[src/hdl/apcifc_pkg.sv]
// Shared types and constants of the APCI frame checker.
// No dependencies; imported by every module of the block.
`timescale 1ns / 1ps
`default_nettype none

package apcifc_pkg;

  // Configuration register indexes
  localparam int CFG_IDX_W = 2;
  localparam logic [CFG_IDX_W-1:0] CFG_MAX_FRAME_LEN   = 2'd0;
  localparam logic [CFG_IDX_W-1:0] CFG_MIN_FRAME_LEN   = 2'd1;
  localparam logic [CFG_IDX_W-1:0] CFG_STATION_ADDRESS = 2'd2;
  localparam logic [CFG_IDX_W-1:0] CFG_SEQ_LIMIT       = 2'd3;

  // Result kinds
  localparam logic [2:0] KIND_I     = 3'd0;
  localparam logic [2:0] KIND_S     = 3'd1;
  localparam logic [2:0] KIND_U     = 3'd2;
  localparam logic [2:0] KIND_ERROR = 3'd3;
  localparam logic [2:0] KIND_TX    = 3'd4;

  // Error codes
  localparam logic [1:0] ERR_NONE     = 2'd0;
  localparam logic [1:0] ERR_LENGTH   = 2'd1;
  localparam logic [1:0] ERR_ADDRESS  = 2'd2;
  localparam logic [1:0] ERR_ACK_HIGH = 2'd3;

  // Protocol constants
  localparam logic [7:0]  START_BYTE    = 8'h68;
  localparam logic [8:0]  I_FRAME_MIN   = 9'd12;
  localparam logic [8:0]  SU_FRAME_LEN  = 9'd6;
  localparam logic [15:0] ADDR_BCAST_LO = 16'h00FF;
  localparam logic [15:0] ADDR_BCAST_HI = 16'hFFFF;
  localparam logic [16:0] SEQ_STEP      = 17'd2;

  // Register reset values
  localparam logic [8:0]  RST_MAX_FRAME_LEN   = 9'd255;
  localparam logic [3:0]  RST_MIN_FRAME_LEN   = 4'd6;
  localparam logic [15:0] RST_STATION_ADDRESS = 16'h0001;
  localparam logic [15:0] RST_SEQ_LIMIT       = 16'd65534;

  typedef enum logic [1:0] {
    PH_HUNT = 2'd0,
    PH_LEN  = 2'd1,
    PH_BODY = 2'd2
  } phase_t;

  typedef struct packed {
    logic [8:0]  max_frame_len;
    logic [3:0]  min_frame_len;
    logic [15:0] station_address;
    logic [15:0] seq_limit;
  } cfg_t;

  // One queued job: a gathered frame or a transmit mark
  typedef struct packed {
    logic        is_tx;
    logic [8:0]  total;
    logic [31:0] control;
    logic [15:0] address;
  } job_t;

endpackage

`default_nettype wire

[src/hdl/apcifc_front.sv]
// Front end: start byte hunt, length byte and frame gathering.
// Depends on apcifc_pkg; pushes one job per finished frame or transmit mark.
`timescale 1ns / 1ps
`default_nettype none

module apcifc_front
  import apcifc_pkg::*;
(
  input  wire logic       clk,
  input  wire logic       rst,
  input  wire logic       accept,
  input  wire logic       func,
  input  wire logic [7:0] rx_byte,
  output logic            push,
  output job_t            push_job
);

  phase_t      phase, phase_next;
  logic [8:0]  byte_index, byte_index_next;
  logic [7:0]  frame_length, frame_length_next;
  logic [31:0] control_bytes, control_bytes_next;
  logic [15:0] address_bytes, address_bytes_next;
  logic [8:0]  total;

  assign total = {1'b0, frame_length} + 9'd2;

  always_ff @(posedge clk) begin
    if (rst) begin
      phase         <= PH_HUNT;
      byte_index    <= '0;
      frame_length  <= '0;
      control_bytes <= '0;
      address_bytes <= '0;
    end else begin
      phase         <= phase_next;
      byte_index    <= byte_index_next;
      frame_length  <= frame_length_next;
      control_bytes <= control_bytes_next;
      address_bytes <= address_bytes_next;
    end
  end

  always_comb begin
    phase_next         = phase;
    byte_index_next    = byte_index;
    frame_length_next  = frame_length;
    control_bytes_next = control_bytes;
    address_bytes_next = address_bytes;
    push               = 1'b0;
    push_job.is_tx     = func;
    push_job.total     = total;
    push_job.control   = control_bytes;
    push_job.address   = address_bytes;
    if (accept) begin
      if (func) begin
        push = 1'b1;
      end else begin
        case (phase)
          PH_LEN: begin
            if (rx_byte == 8'd0) begin
              phase_next      = PH_HUNT;
              byte_index_next = '0;
            end else begin
              frame_length_next  = rx_byte;
              byte_index_next    = 9'd2;
              control_bytes_next = '0;
              address_bytes_next = '0;
              phase_next         = PH_BODY;
            end
          end
          PH_BODY: begin
            case (byte_index)
              9'd2:  control_bytes_next[7:0]   = rx_byte;
              9'd3:  control_bytes_next[15:8]  = rx_byte;
              9'd4:  control_bytes_next[23:16] = rx_byte;
              9'd5:  control_bytes_next[31:24] = rx_byte;
              9'd10: address_bytes_next[7:0]   = rx_byte;
              9'd11: address_bytes_next[15:8]  = rx_byte;
              default: ;
            endcase
            byte_index_next = byte_index + 9'd1;
            // last byte of the frame: hand the whole frame to the back end
            if (byte_index_next >= total) begin
              phase_next      = PH_HUNT;
              byte_index_next = '0;
              push            = 1'b1;
            end
            push_job.control = control_bytes_next;
            push_job.address = address_bytes_next;
          end
          default: begin
            phase_next = PH_HUNT;
            if (rx_byte == START_BYTE) begin
              phase_next      = PH_LEN;
              byte_index_next = 9'd1;
            end
          end
        endcase
      end
    end
  end

endmodule

`default_nettype wire

[src/hdl/apcifc_queue.sv]
// Short job queue between front and back end.
// Depends on apcifc_pkg for the job type.
`timescale 1ns / 1ps
`default_nettype none

module apcifc_queue
  import apcifc_pkg::*;
#(
  parameter int DEPTH = 4
) (
  input  wire logic clk,
  input  wire logic rst,
  input  wire logic push,
  input  wire job_t push_job,
  output logic      full,
  output logic      head_valid,
  output job_t      head_job,
  input  wire logic pop
);

  localparam int PTR_W = (DEPTH > 1) ? $clog2(DEPTH) : 1;
  localparam int CNT_W = $clog2(DEPTH + 1);

  job_t             entries [DEPTH];
  logic [PTR_W-1:0] wr_ptr;
  logic [PTR_W-1:0] rd_ptr;
  logic [CNT_W-1:0] count;

  assign full       = (count == CNT_W'(DEPTH));
  assign head_valid = (count != '0);
  assign head_job   = entries[rd_ptr];

  always_ff @(posedge clk) begin
    if (push) begin
      entries[wr_ptr] <= push_job;
    end
  end

  always_ff @(posedge clk) begin
    if (rst) begin
      wr_ptr <= '0;
      rd_ptr <= '0;
      count  <= '0;
    end else begin
      if (push) begin
        wr_ptr <= (wr_ptr == PTR_W'(DEPTH - 1)) ? '0 : wr_ptr + PTR_W'(1);
      end
      if (pop) begin
        rd_ptr <= (rd_ptr == PTR_W'(DEPTH - 1)) ? '0 : rd_ptr + PTR_W'(1);
      end
      if (push && !pop) begin
        count <= count + CNT_W'(1);
      end else if (pop && !push) begin
        count <= count - CNT_W'(1);
      end
    end
  end

endmodule

`default_nettype wire

[src/hdl/apcifc_back.sv]
// Back end: frame checks, sequence counters and the output register.
// Depends on apcifc_pkg; consumes jobs from apcifc_queue.
`timescale 1ns / 1ps
`default_nettype none

module apcifc_back
  import apcifc_pkg::*;
(
  input  wire logic   clk,
  input  wire logic   rst,
  input  wire cfg_t   cfg,
  input  wire logic   head_valid,
  input  wire job_t   head_job,
  output logic        pop,
  output logic        out_valid,
  input  wire logic   out_ready,
  output logic [2:0]  out_kind,
  output logic [1:0]  out_error,
  output logic [15:0] out_peer_send,
  output logic [15:0] out_peer_recv,
  output logic [15:0] out_rx_count,
  output logic [15:0] out_tx_count
);

  logic [15:0] send_counter, send_counter_next;
  logic [15:0] receive_counter, receive_counter_next;
  logic [15:0] acked_rx, acked_rx_next;
  logic [15:0] acked_tx, acked_tx_next;
  logic [2:0]  kind;
  logic [1:0]  err;
  logic [16:0] send_sum;
  logic [16:0] recv_sum;
  logic [15:0] ack_field;
  logic [15:0] seq_field;

  assign pop       = head_valid && (!out_valid || out_ready);
  assign send_sum  = {1'b0, send_counter} + SEQ_STEP;
  assign seq_field = head_job.control[15:0];
  assign ack_field = head_job.control[31:16];
  assign recv_sum  = {1'b0, seq_field} + SEQ_STEP;

  always_comb begin
    send_counter_next    = send_counter;
    receive_counter_next = receive_counter;
    acked_rx_next        = acked_rx;
    acked_tx_next        = acked_tx;
    kind                 = KIND_U;
    err                  = ERR_NONE;
    if (head_job.is_tx) begin
      kind              = KIND_TX;
      send_counter_next = (send_sum > {1'b0, cfg.seq_limit}) ? '0 : send_sum[15:0];
    end else if (head_job.total > cfg.max_frame_len ||
                 head_job.total < {5'b0, cfg.min_frame_len}) begin
      err = ERR_LENGTH;
    end else if (!head_job.control[0]) begin
      // information frame
      kind = KIND_I;
      if (head_job.total < I_FRAME_MIN) begin
        err = ERR_LENGTH;
      end else if (head_job.address != ADDR_BCAST_LO && head_job.address != ADDR_BCAST_HI &&
                   head_job.address != cfg.station_address) begin
        err = ERR_ADDRESS;
      end else begin
        acked_rx_next        = seq_field;
        acked_tx_next        = ack_field;
        receive_counter_next = (recv_sum > {1'b0, cfg.seq_limit}) ? '0 : recv_sum[15:0];
      end
    end else if (!head_job.control[1]) begin
      // supervisory frame
      kind = KIND_S;
      if (head_job.total != SU_FRAME_LEN) begin
        err = ERR_LENGTH;
      end else if (ack_field > send_counter && send_counter != '0) begin
        err = ERR_ACK_HIGH;
      end else begin
        acked_tx_next = ack_field;
      end
    end else if (head_job.total != SU_FRAME_LEN) begin
      err = ERR_LENGTH;
    end
    if (err != ERR_NONE) begin
      kind                 = KIND_ERROR;
      send_counter_next    = '0;
      receive_counter_next = '0;
      acked_rx_next        = '0;
      acked_tx_next        = '0;
    end
  end

  always_ff @(posedge clk) begin
    if (rst) begin
      send_counter    <= '0;
      receive_counter <= '0;
      acked_rx        <= '0;
      acked_tx        <= '0;
      out_valid       <= 1'b0;
    end else if (pop) begin
      send_counter    <= send_counter_next;
      receive_counter <= receive_counter_next;
      acked_rx        <= acked_rx_next;
      acked_tx        <= acked_tx_next;
      out_valid       <= 1'b1;
    end else if (out_ready) begin
      out_valid <= 1'b0;
    end
  end

  always_ff @(posedge clk) begin
    if (pop) begin
      out_kind      <= kind;
      out_error     <= err;
      out_peer_send <= acked_rx_next;
      out_peer_recv <= acked_tx_next;
      out_rx_count  <= receive_counter_next;
      out_tx_count  <= send_counter_next;
    end
  end

endmodule

`default_nettype wire

[src/hdl/apci_frame_checker_unit.sv]
// Top level of the APCI receive frame checker.
// Depends on apcifc_pkg, apcifc_front, apcifc_queue and apcifc_back.
`timescale 1ns / 1ps
`default_nettype none

// Channel   Dir   Handshake            Content
// s_*       in    s_tvalid/s_tready    tdata: rx_byte; tuser: func
// m_*       out   m_tvalid/m_tready    tdata: check result; tuser: kind
// cfg_*     in    cfg_valid/cfg_ready  register index and write data
//
// One item per cycle is taken while s_tready is high. A byte that closes a frame,
// or a transmit mark, becomes a job in a short queue; the back end resolves the
// job at the queue head and registers its result. It retires one job per cycle
// into the output register unless a result waits on m_tready; while m_tready is
// low the queue fills and s_tready drops once it holds QUEUE_DEPTH jobs.
// Reset is synchronous: parser back to hunting, all counters zero, registers to
// 255, 6, 1 and 65534. No clearing pass is needed.

module apci_frame_checker_unit
  import apcifc_pkg::*;
#(
  parameter int QUEUE_DEPTH = 4
) (
  input  wire logic                 clk,
  input  wire logic                 rst,
  // slave stream
  input  wire logic                 s_tvalid,
  output logic                      s_tready,
  input  wire logic [7:0]           s_tdata,   // [7:0] rx_byte
  input  wire logic [0:0]           s_tuser,   // [0] func
  // master stream
  output logic                      m_tvalid,
  input  wire logic                 m_tready,
  output logic [71:0]               m_tdata,   // [1:0] error_code, [17:2] peer_send_seq,
                                               // [33:18] peer_recv_seq, [49:34] rx_count,
                                               // [65:50] tx_count, [71:66] zero
  output logic [2:0]                m_tuser,   // [2:0] kind
  // configuration writes
  input  wire logic                 cfg_valid,
  output logic                      cfg_ready,
  input  wire logic [CFG_IDX_W-1:0] cfg_index,
  input  wire logic [15:0]          cfg_data
);

  cfg_t        cfg;
  logic        accept;
  logic        push;
  job_t        push_job;
  logic        q_full;
  logic        head_valid;
  job_t        head_job;
  logic        pop;
  logic [1:0]  out_error;
  logic [15:0] out_peer_send;
  logic [15:0] out_peer_recv;
  logic [15:0] out_rx_count;
  logic [15:0] out_tx_count;

  // Registers are always writable; the user must write them only while idle, the block does not enforce it.
  assign cfg_ready = 1'b1;

  always_ff @(posedge clk) begin
    if (rst) begin
      cfg.max_frame_len   <= RST_MAX_FRAME_LEN;
      cfg.min_frame_len   <= RST_MIN_FRAME_LEN;
      cfg.station_address <= RST_STATION_ADDRESS;
      cfg.seq_limit       <= RST_SEQ_LIMIT;
    end else if (cfg_valid) begin
      case (cfg_index)
        CFG_MAX_FRAME_LEN:   cfg.max_frame_len   <= cfg_data[8:0];
        CFG_MIN_FRAME_LEN:   cfg.min_frame_len   <= cfg_data[3:0];
        CFG_STATION_ADDRESS: cfg.station_address <= cfg_data;
        CFG_SEQ_LIMIT:       cfg.seq_limit       <= cfg_data;
        default: ;
      endcase
    end
  end

  // Input is held off only by a full job queue.
  assign s_tready = !q_full;
  assign accept   = s_tvalid && s_tready;

  apcifc_front u_front (
    .clk      (clk),
    .rst      (rst),
    .accept   (accept),
    .func     (s_tuser[0]),
    .rx_byte  (s_tdata),
    .push     (push),
    .push_job (push_job)
  );

  apcifc_queue #(
    .DEPTH (QUEUE_DEPTH)
  ) u_queue (
    .clk        (clk),
    .rst        (rst),
    .push       (push),
    .push_job   (push_job),
    .full       (q_full),
    .head_valid (head_valid),
    .head_job   (head_job),
    .pop        (pop)
  );

  apcifc_back u_back (
    .clk           (clk),
    .rst           (rst),
    .cfg           (cfg),
    .head_valid    (head_valid),
    .head_job      (head_job),
    .pop           (pop),
    .out_valid     (m_tvalid),
    .out_ready     (m_tready),
    .out_kind      (m_tuser),
    .out_error     (out_error),
    .out_peer_send (out_peer_send),
    .out_peer_recv (out_peer_recv),
    .out_rx_count  (out_rx_count),
    .out_tx_count  (out_tx_count)
  );

  assign m_tdata = {6'b0, out_tx_count, out_rx_count, out_peer_recv, out_peer_send,
                    out_error};

endmodule

`default_nettype wire

[config.mk]
export PLATFORM = sky130hd
export DESIGN_NAME = apci_frame_checker_unit
export DESIGN_NICKNAME = d
export VERILOG_FILES = /design/src/hdl/apcifc_pkg.sv /design/src/hdl/apcifc_front.sv /design/src/hdl/apcifc_queue.sv /design/src/hdl/apcifc_back.sv /design/src/hdl/apci_frame_checker_unit.sv
export SDC_FILE = /design/constraint.sdc
export NUM_CORES = 1
export LEC_CHECK = 0
export BUFFER_PORTS_ARGS = -buffer_cell sky130_fd_sc_hd__buf_2
export CORE_UTILIZATION = 45
export DETAILED_ROUTE_END_ITERATION = 10
export GPL_ROUTABILITY_DRIVEN = 0
export PLACE_DENSITY = 0.71
export SETUP_SLACK_MARGIN = 0.5
export SYNTH_ARGS = -nofsm -noshare
export SYNTH_HDL_FRONTEND = slang
export SYNTH_SLANG_ARGS = --single-unit
[constraint.sdc]
create_clock -name clk -period 5.25 [get_ports clk]
set_input_delay 0.525 -clock clk [delete_from_list [all_inputs] [get_ports clk]]
set_output_delay 0.525 -clock clk [all_outputs]
set_load 0.01 [all_outputs]
==> flow_metrics.py <==
metrics = {
    "worst_setup_path": {
        "arrival_ns": 5.03,
        "critPathRequiredTime_ns": 5.76,
        "slowest_stage": "o21ai_2",
        "max_stage_delay_ns": 0.71,
        "crit_path_end_kind": "flop",
        "critical_path.max_fanout": 17,
        "path_cells": "buf_12 -> mux4_2 -> ha_1 -> and4_1 -> nand4_1 -> a21oi_1 -> a2111oi_0 -> buf_4 -> a211o_1 -> a31oi_4 -> o21ai_2 -> a22oi_1 -> nor2_1",
        "critPathLaunchType": "flop",
        "worst-path-buf-inv": 2,
        "criticalPathCategory": "flop to flop",
        "path_delay_family": "compound AO/OA/AOI/OAI gates",
    },
    "final_layout": {
        "layout-area-overhead-vs-synth_pct": 12.8,
        "post_route_cells_drive_above_1_share": 0.186,
        "multi_input_area_sq_um": 8450,
        "fillerInstances": 3950,
        "layoutNonFillerInstCount": 2515,
        "diodes": 0,
        "final_area_sq_um": 24700,
        "seq_area_sq_um": 12800,
        "nNetsFinal": 1976,
    },
    "placement": {
        "dp_hpwl_um": 36100,
        "place_inst": 2421,
        "place.port_buffers": 102,
        "placed_area_sq_um": 23000,
    },
    "clock_tree": {
        "cts_made_buffers": 50,
        "cts_max_level": 2,
        "clk_pin_slew_ns": 0.06,
        "tritoncts": "built",
        "clk_latency_ns": 0.59,
        "cts.sink_count": 487,
        "cts.path.max_buffers": 3,
        "root_buffer": "clkbuf_16",
    },
    "power": {
        "leakage_nw": 9.51,
        "powerDensity_nw_per_um2": 454,
        "power_mw": 11.2,
        "vdd_drop_max_mv": 0.269,
    },
    "floorplan": {
        "die_height_um": 223,
        "ioPinCount": 110,
        "core-area_sq_um": 47900,
        "die_area_sq_um": 49600,
        "initial_core_util": 0.457,
        "die_width_um": 223,
        "rows": 80,
    },
    "route": {
        "drc_errors": 0,
        "dr.pass1.iters": 5,
        "finalWirelength_um": 53100,
        "ant_nets": 0,
        "routed-via-count": 14500,
        "drt-wirelength-per-cell_um": 21.1,
        "post_drt_via_cell_ratio": 5.78,
        "drt-initial-drc-count": 1227,
    },
    "timing": {
        "post-route-min-period_ns": 4.52,
        "setup_viol": 0,
        "skew_ns": 0.0273,
        "rsz0062_at_grt": "false",
        "worstMarginPinSlew_ns": 1.11,
        "final.setup.tns_ns": 0,
        "report.final.slew_viol_count": 0,
        "max_freq_mhz": 221,
        "relSlewSlack": 0.261,
        "hold_slack_ns": 0.219,
        "hold_violations": 0,
        "fin_crit_sh": 0.862,
    },
    "synthesis": {
        "avgSynthCellArea_sq_um": 12.4,
        "postSynthCellCount": 1769,
        "netlist_area_sq_um": 21900,
        "synth_warnings": 0,
        "synth-async-reset-ratio": 0,
        "yosysSeqAreaShare": 0.582,
        "ys_seq_elements": 487,
        "synth_edf_count": 301,
        "yosysUniqueCellTypes": 74,
        "ys.flop_type": "edfxtp_1",
    },
    "global_routing": {
        "grt_pass1_wl_um": 81200,
        "overflow": 0,
        "antenna_found_initial": 0,
        "grt_max_degree": 88,
        "grt_pass1_vias": 14000,
        "track_usage": 0.211,
    },
    "worst_hold_path": {
        "hp-class": "input pin to flop",
    },
    "job": {
        "cap_violations": 0,
    },
    "outcome": {
        "status": "finished, final reports clean",
    },
}
[kinds of logic (layout without fill, tap and decap cells)]
family	after synthesis	in the layout	synth area share
adder cells (fa/ha/maj)	85	85	0.0488
flip-flops	487	487	0.582
buffers and inverters	177	303	0.0354
AND/OR/NAND/NOR	514	514	0.109
XOR/XNOR	63	63	0.0252
multiplexers	147	147	0.103
AO/OA/AOI/OAI	294	294	0.0969
other	2	7	0.000342
[Yosys cell counts (6+ instances only)]
| cell type | count | area, sq um |
|---|---|---|
| edfxtp_1 | 301 | 9040 |
| nor2_1 | 188 | 706 |
| dfxtp_1 | 186 | 3720 |
| nand2_1 | 144 | 541 |
| ha_1 | 84 | 1050 |
| inv_1 | 80 | 300 |
| a22oi_1 | 74 | 556 |
| a21oi_1 | 59 | 295 |
| clkbuf_1 | 56 | 210 |
| mux4_2 | 55 | 1240 |
| mux2_2 | 49 | 552 |
| mux2i_1 | 41 | 410 |
| o21ai_0 | 35 | 175 |
| nand3_1 | 34 | 170 |
| xnor2_1 | 34 | 298 |
| xor2_1 | 29 | 254 |
| a21o_1 | 26 | 195 |
| o211ai_1 | 23 | 173 |
| and2_1 | 21 | 131 |
| nand4_1 | 20 | 125 |
| and3_1 | 18 | 113 |
| nor4_1 | 15 | 93.8 |
| o32ai_1 | 15 | 131 |
| nor2b_1 | 14 | 87.6 |
| buf_1 | 13 | 48.8 |
| or4_1 | 11 | 82.6 |
| buf_4 | 10 | 75.1 |
| nand2b_1 | 10 | 62.6 |
| buf_2 | 9 | 45.0 |
| nor3_1 | 9 | 45.0 |
| o2bb2ai_2 | 9 | 135 |
| or2_2 | 9 | 56.3 |
| o21a_1 | 7 | 52.6 |
| buf_6 | 6 | 67.6 |
[metrics by stage]
stage | worst slack, ns | util
after floorplan | 0.502 | -
final | 0.726 | 0.516
after detailed placement | 0.662 | 0.480
after global placement | 0.746 | 0.480
after global routing | 0.513 | 0.516
after CTS | 0.626 | 0.515
[power breakdown]
group	leakage (nW)	switching [mW]	internal, mW
clock	0.837	1.48	2.14
sequential	4.54	0.179	4.51
combinational	4.13	1.86	1.06
[registers in the layout, indices dropped and copies added (netlist names), 3 cells and up, named ones only]
name and count:
u_back.acked_rx 16, cfg 45, u_back.send_counter 16, u_front.byte_index 9, u_front.frame_length 8, u_back.out_peer_recv 16, u_back.acked_tx 16, u_back.out_peer_send 16
u_front.control_bytes 32, u_front.address_bytes 16, u_back.out_tx_count 16, u_queue.entries 232, u_back.out_rx_count 16, u_back.receive_counter 16, u_queue.count 3, u_back.out_kind 3
[metal layers]
layer | global-route usage | wire length (um) | vias to the layer above
li1 | - | - | 6701
met1 | 0.294 | 23300 | 7097
met2 | 0.338 | 24700 | 617
met3 | 0.0325 | 3360 | 120
met4 | 0.0707 | 1780 | 0
met5 | 0 | 0 | -
[worst register-to-register path, stage by stage (launching register included)]
cell and delay [ns]:
dfxtp_4 0.60, buf_12 0.25, mux4_2 0.57, ha_1 0.34
and4_1 0.20, nand4_1 0.13, a21oi_1 0.06, a2111oi_0 0.55
buf_4 0.24, a211o_1 0.22, a31oi_4 0.23, o21ai_2 0.71
a22oi_1 0.20, nor2_1 0.13
[path summary, 6_finish.rpt]
| check | startpoint | endpoint | slack [ns] | cells after the start |
|---|---|---|---|---|
| max | flop | u_back.acked_tx[6] | 0.73 | 13 |
| min | cfg_data[13] | cfg[29] | 0.22 | 3 |
| max reg2reg | flop | u_back.acked_tx[6] | 0.73 | 13 |
| min reg2reg | u_back.receive_counter[0] | u_back.receive_counter[0] | 0.45 | 1 |
[layout by cell type, fill, tap and decap left out, types with 9 or more instances in the layout]
cell type	Yosys	final
edfxtp_1	301	301
nor2_1	188	186
dfxtp_1	186	184
nand2_1	144	144
buf_2	9	101
ha_1	84	83
inv_1	80	79
a22oi_1	74	74
a21oi_1	59	59
mux4_2	55	55
clkbuf_16	0	52
mux2_2	49	49
mux2i_1	41	41
o21ai_0	35	35
nand3_1	34	34
xnor2_1	34	34
xor2_1	29	29
a21o_1	26	26
buf_4	10	25
o211ai_1	23	23
nand4_1	20	20
and3_1	18	17
and2_1	21	17
nor4_1	15	15
o32ai_1	15	15
nor2b_1	14	14
or4_1	11	11
nand2b_1	10	10
clkinv_2	0	10
nor3_1	9	9
or2_2	9	9
o2bb2ai_2	9	9
[area by class of cell]
class,instances,area share
Clock buffer,67,0.0572
Clock inverter,26,0.0109
Inverter,81,0.0123
Multi-Input combinational cell,1110,0.342
Tap cell,615,0.0311
Timing Repair Buffer,129,0.0305
Sequential cell,487,0.516
[what timing repair did]
action / CTS / global route
setup buffers: 0 / 1
gates resized for setup: 0 / 4
hold buffers: 0 / 0
endpoints found under the setup margin: 0 / 57
(Power assumes the default switching activity.)
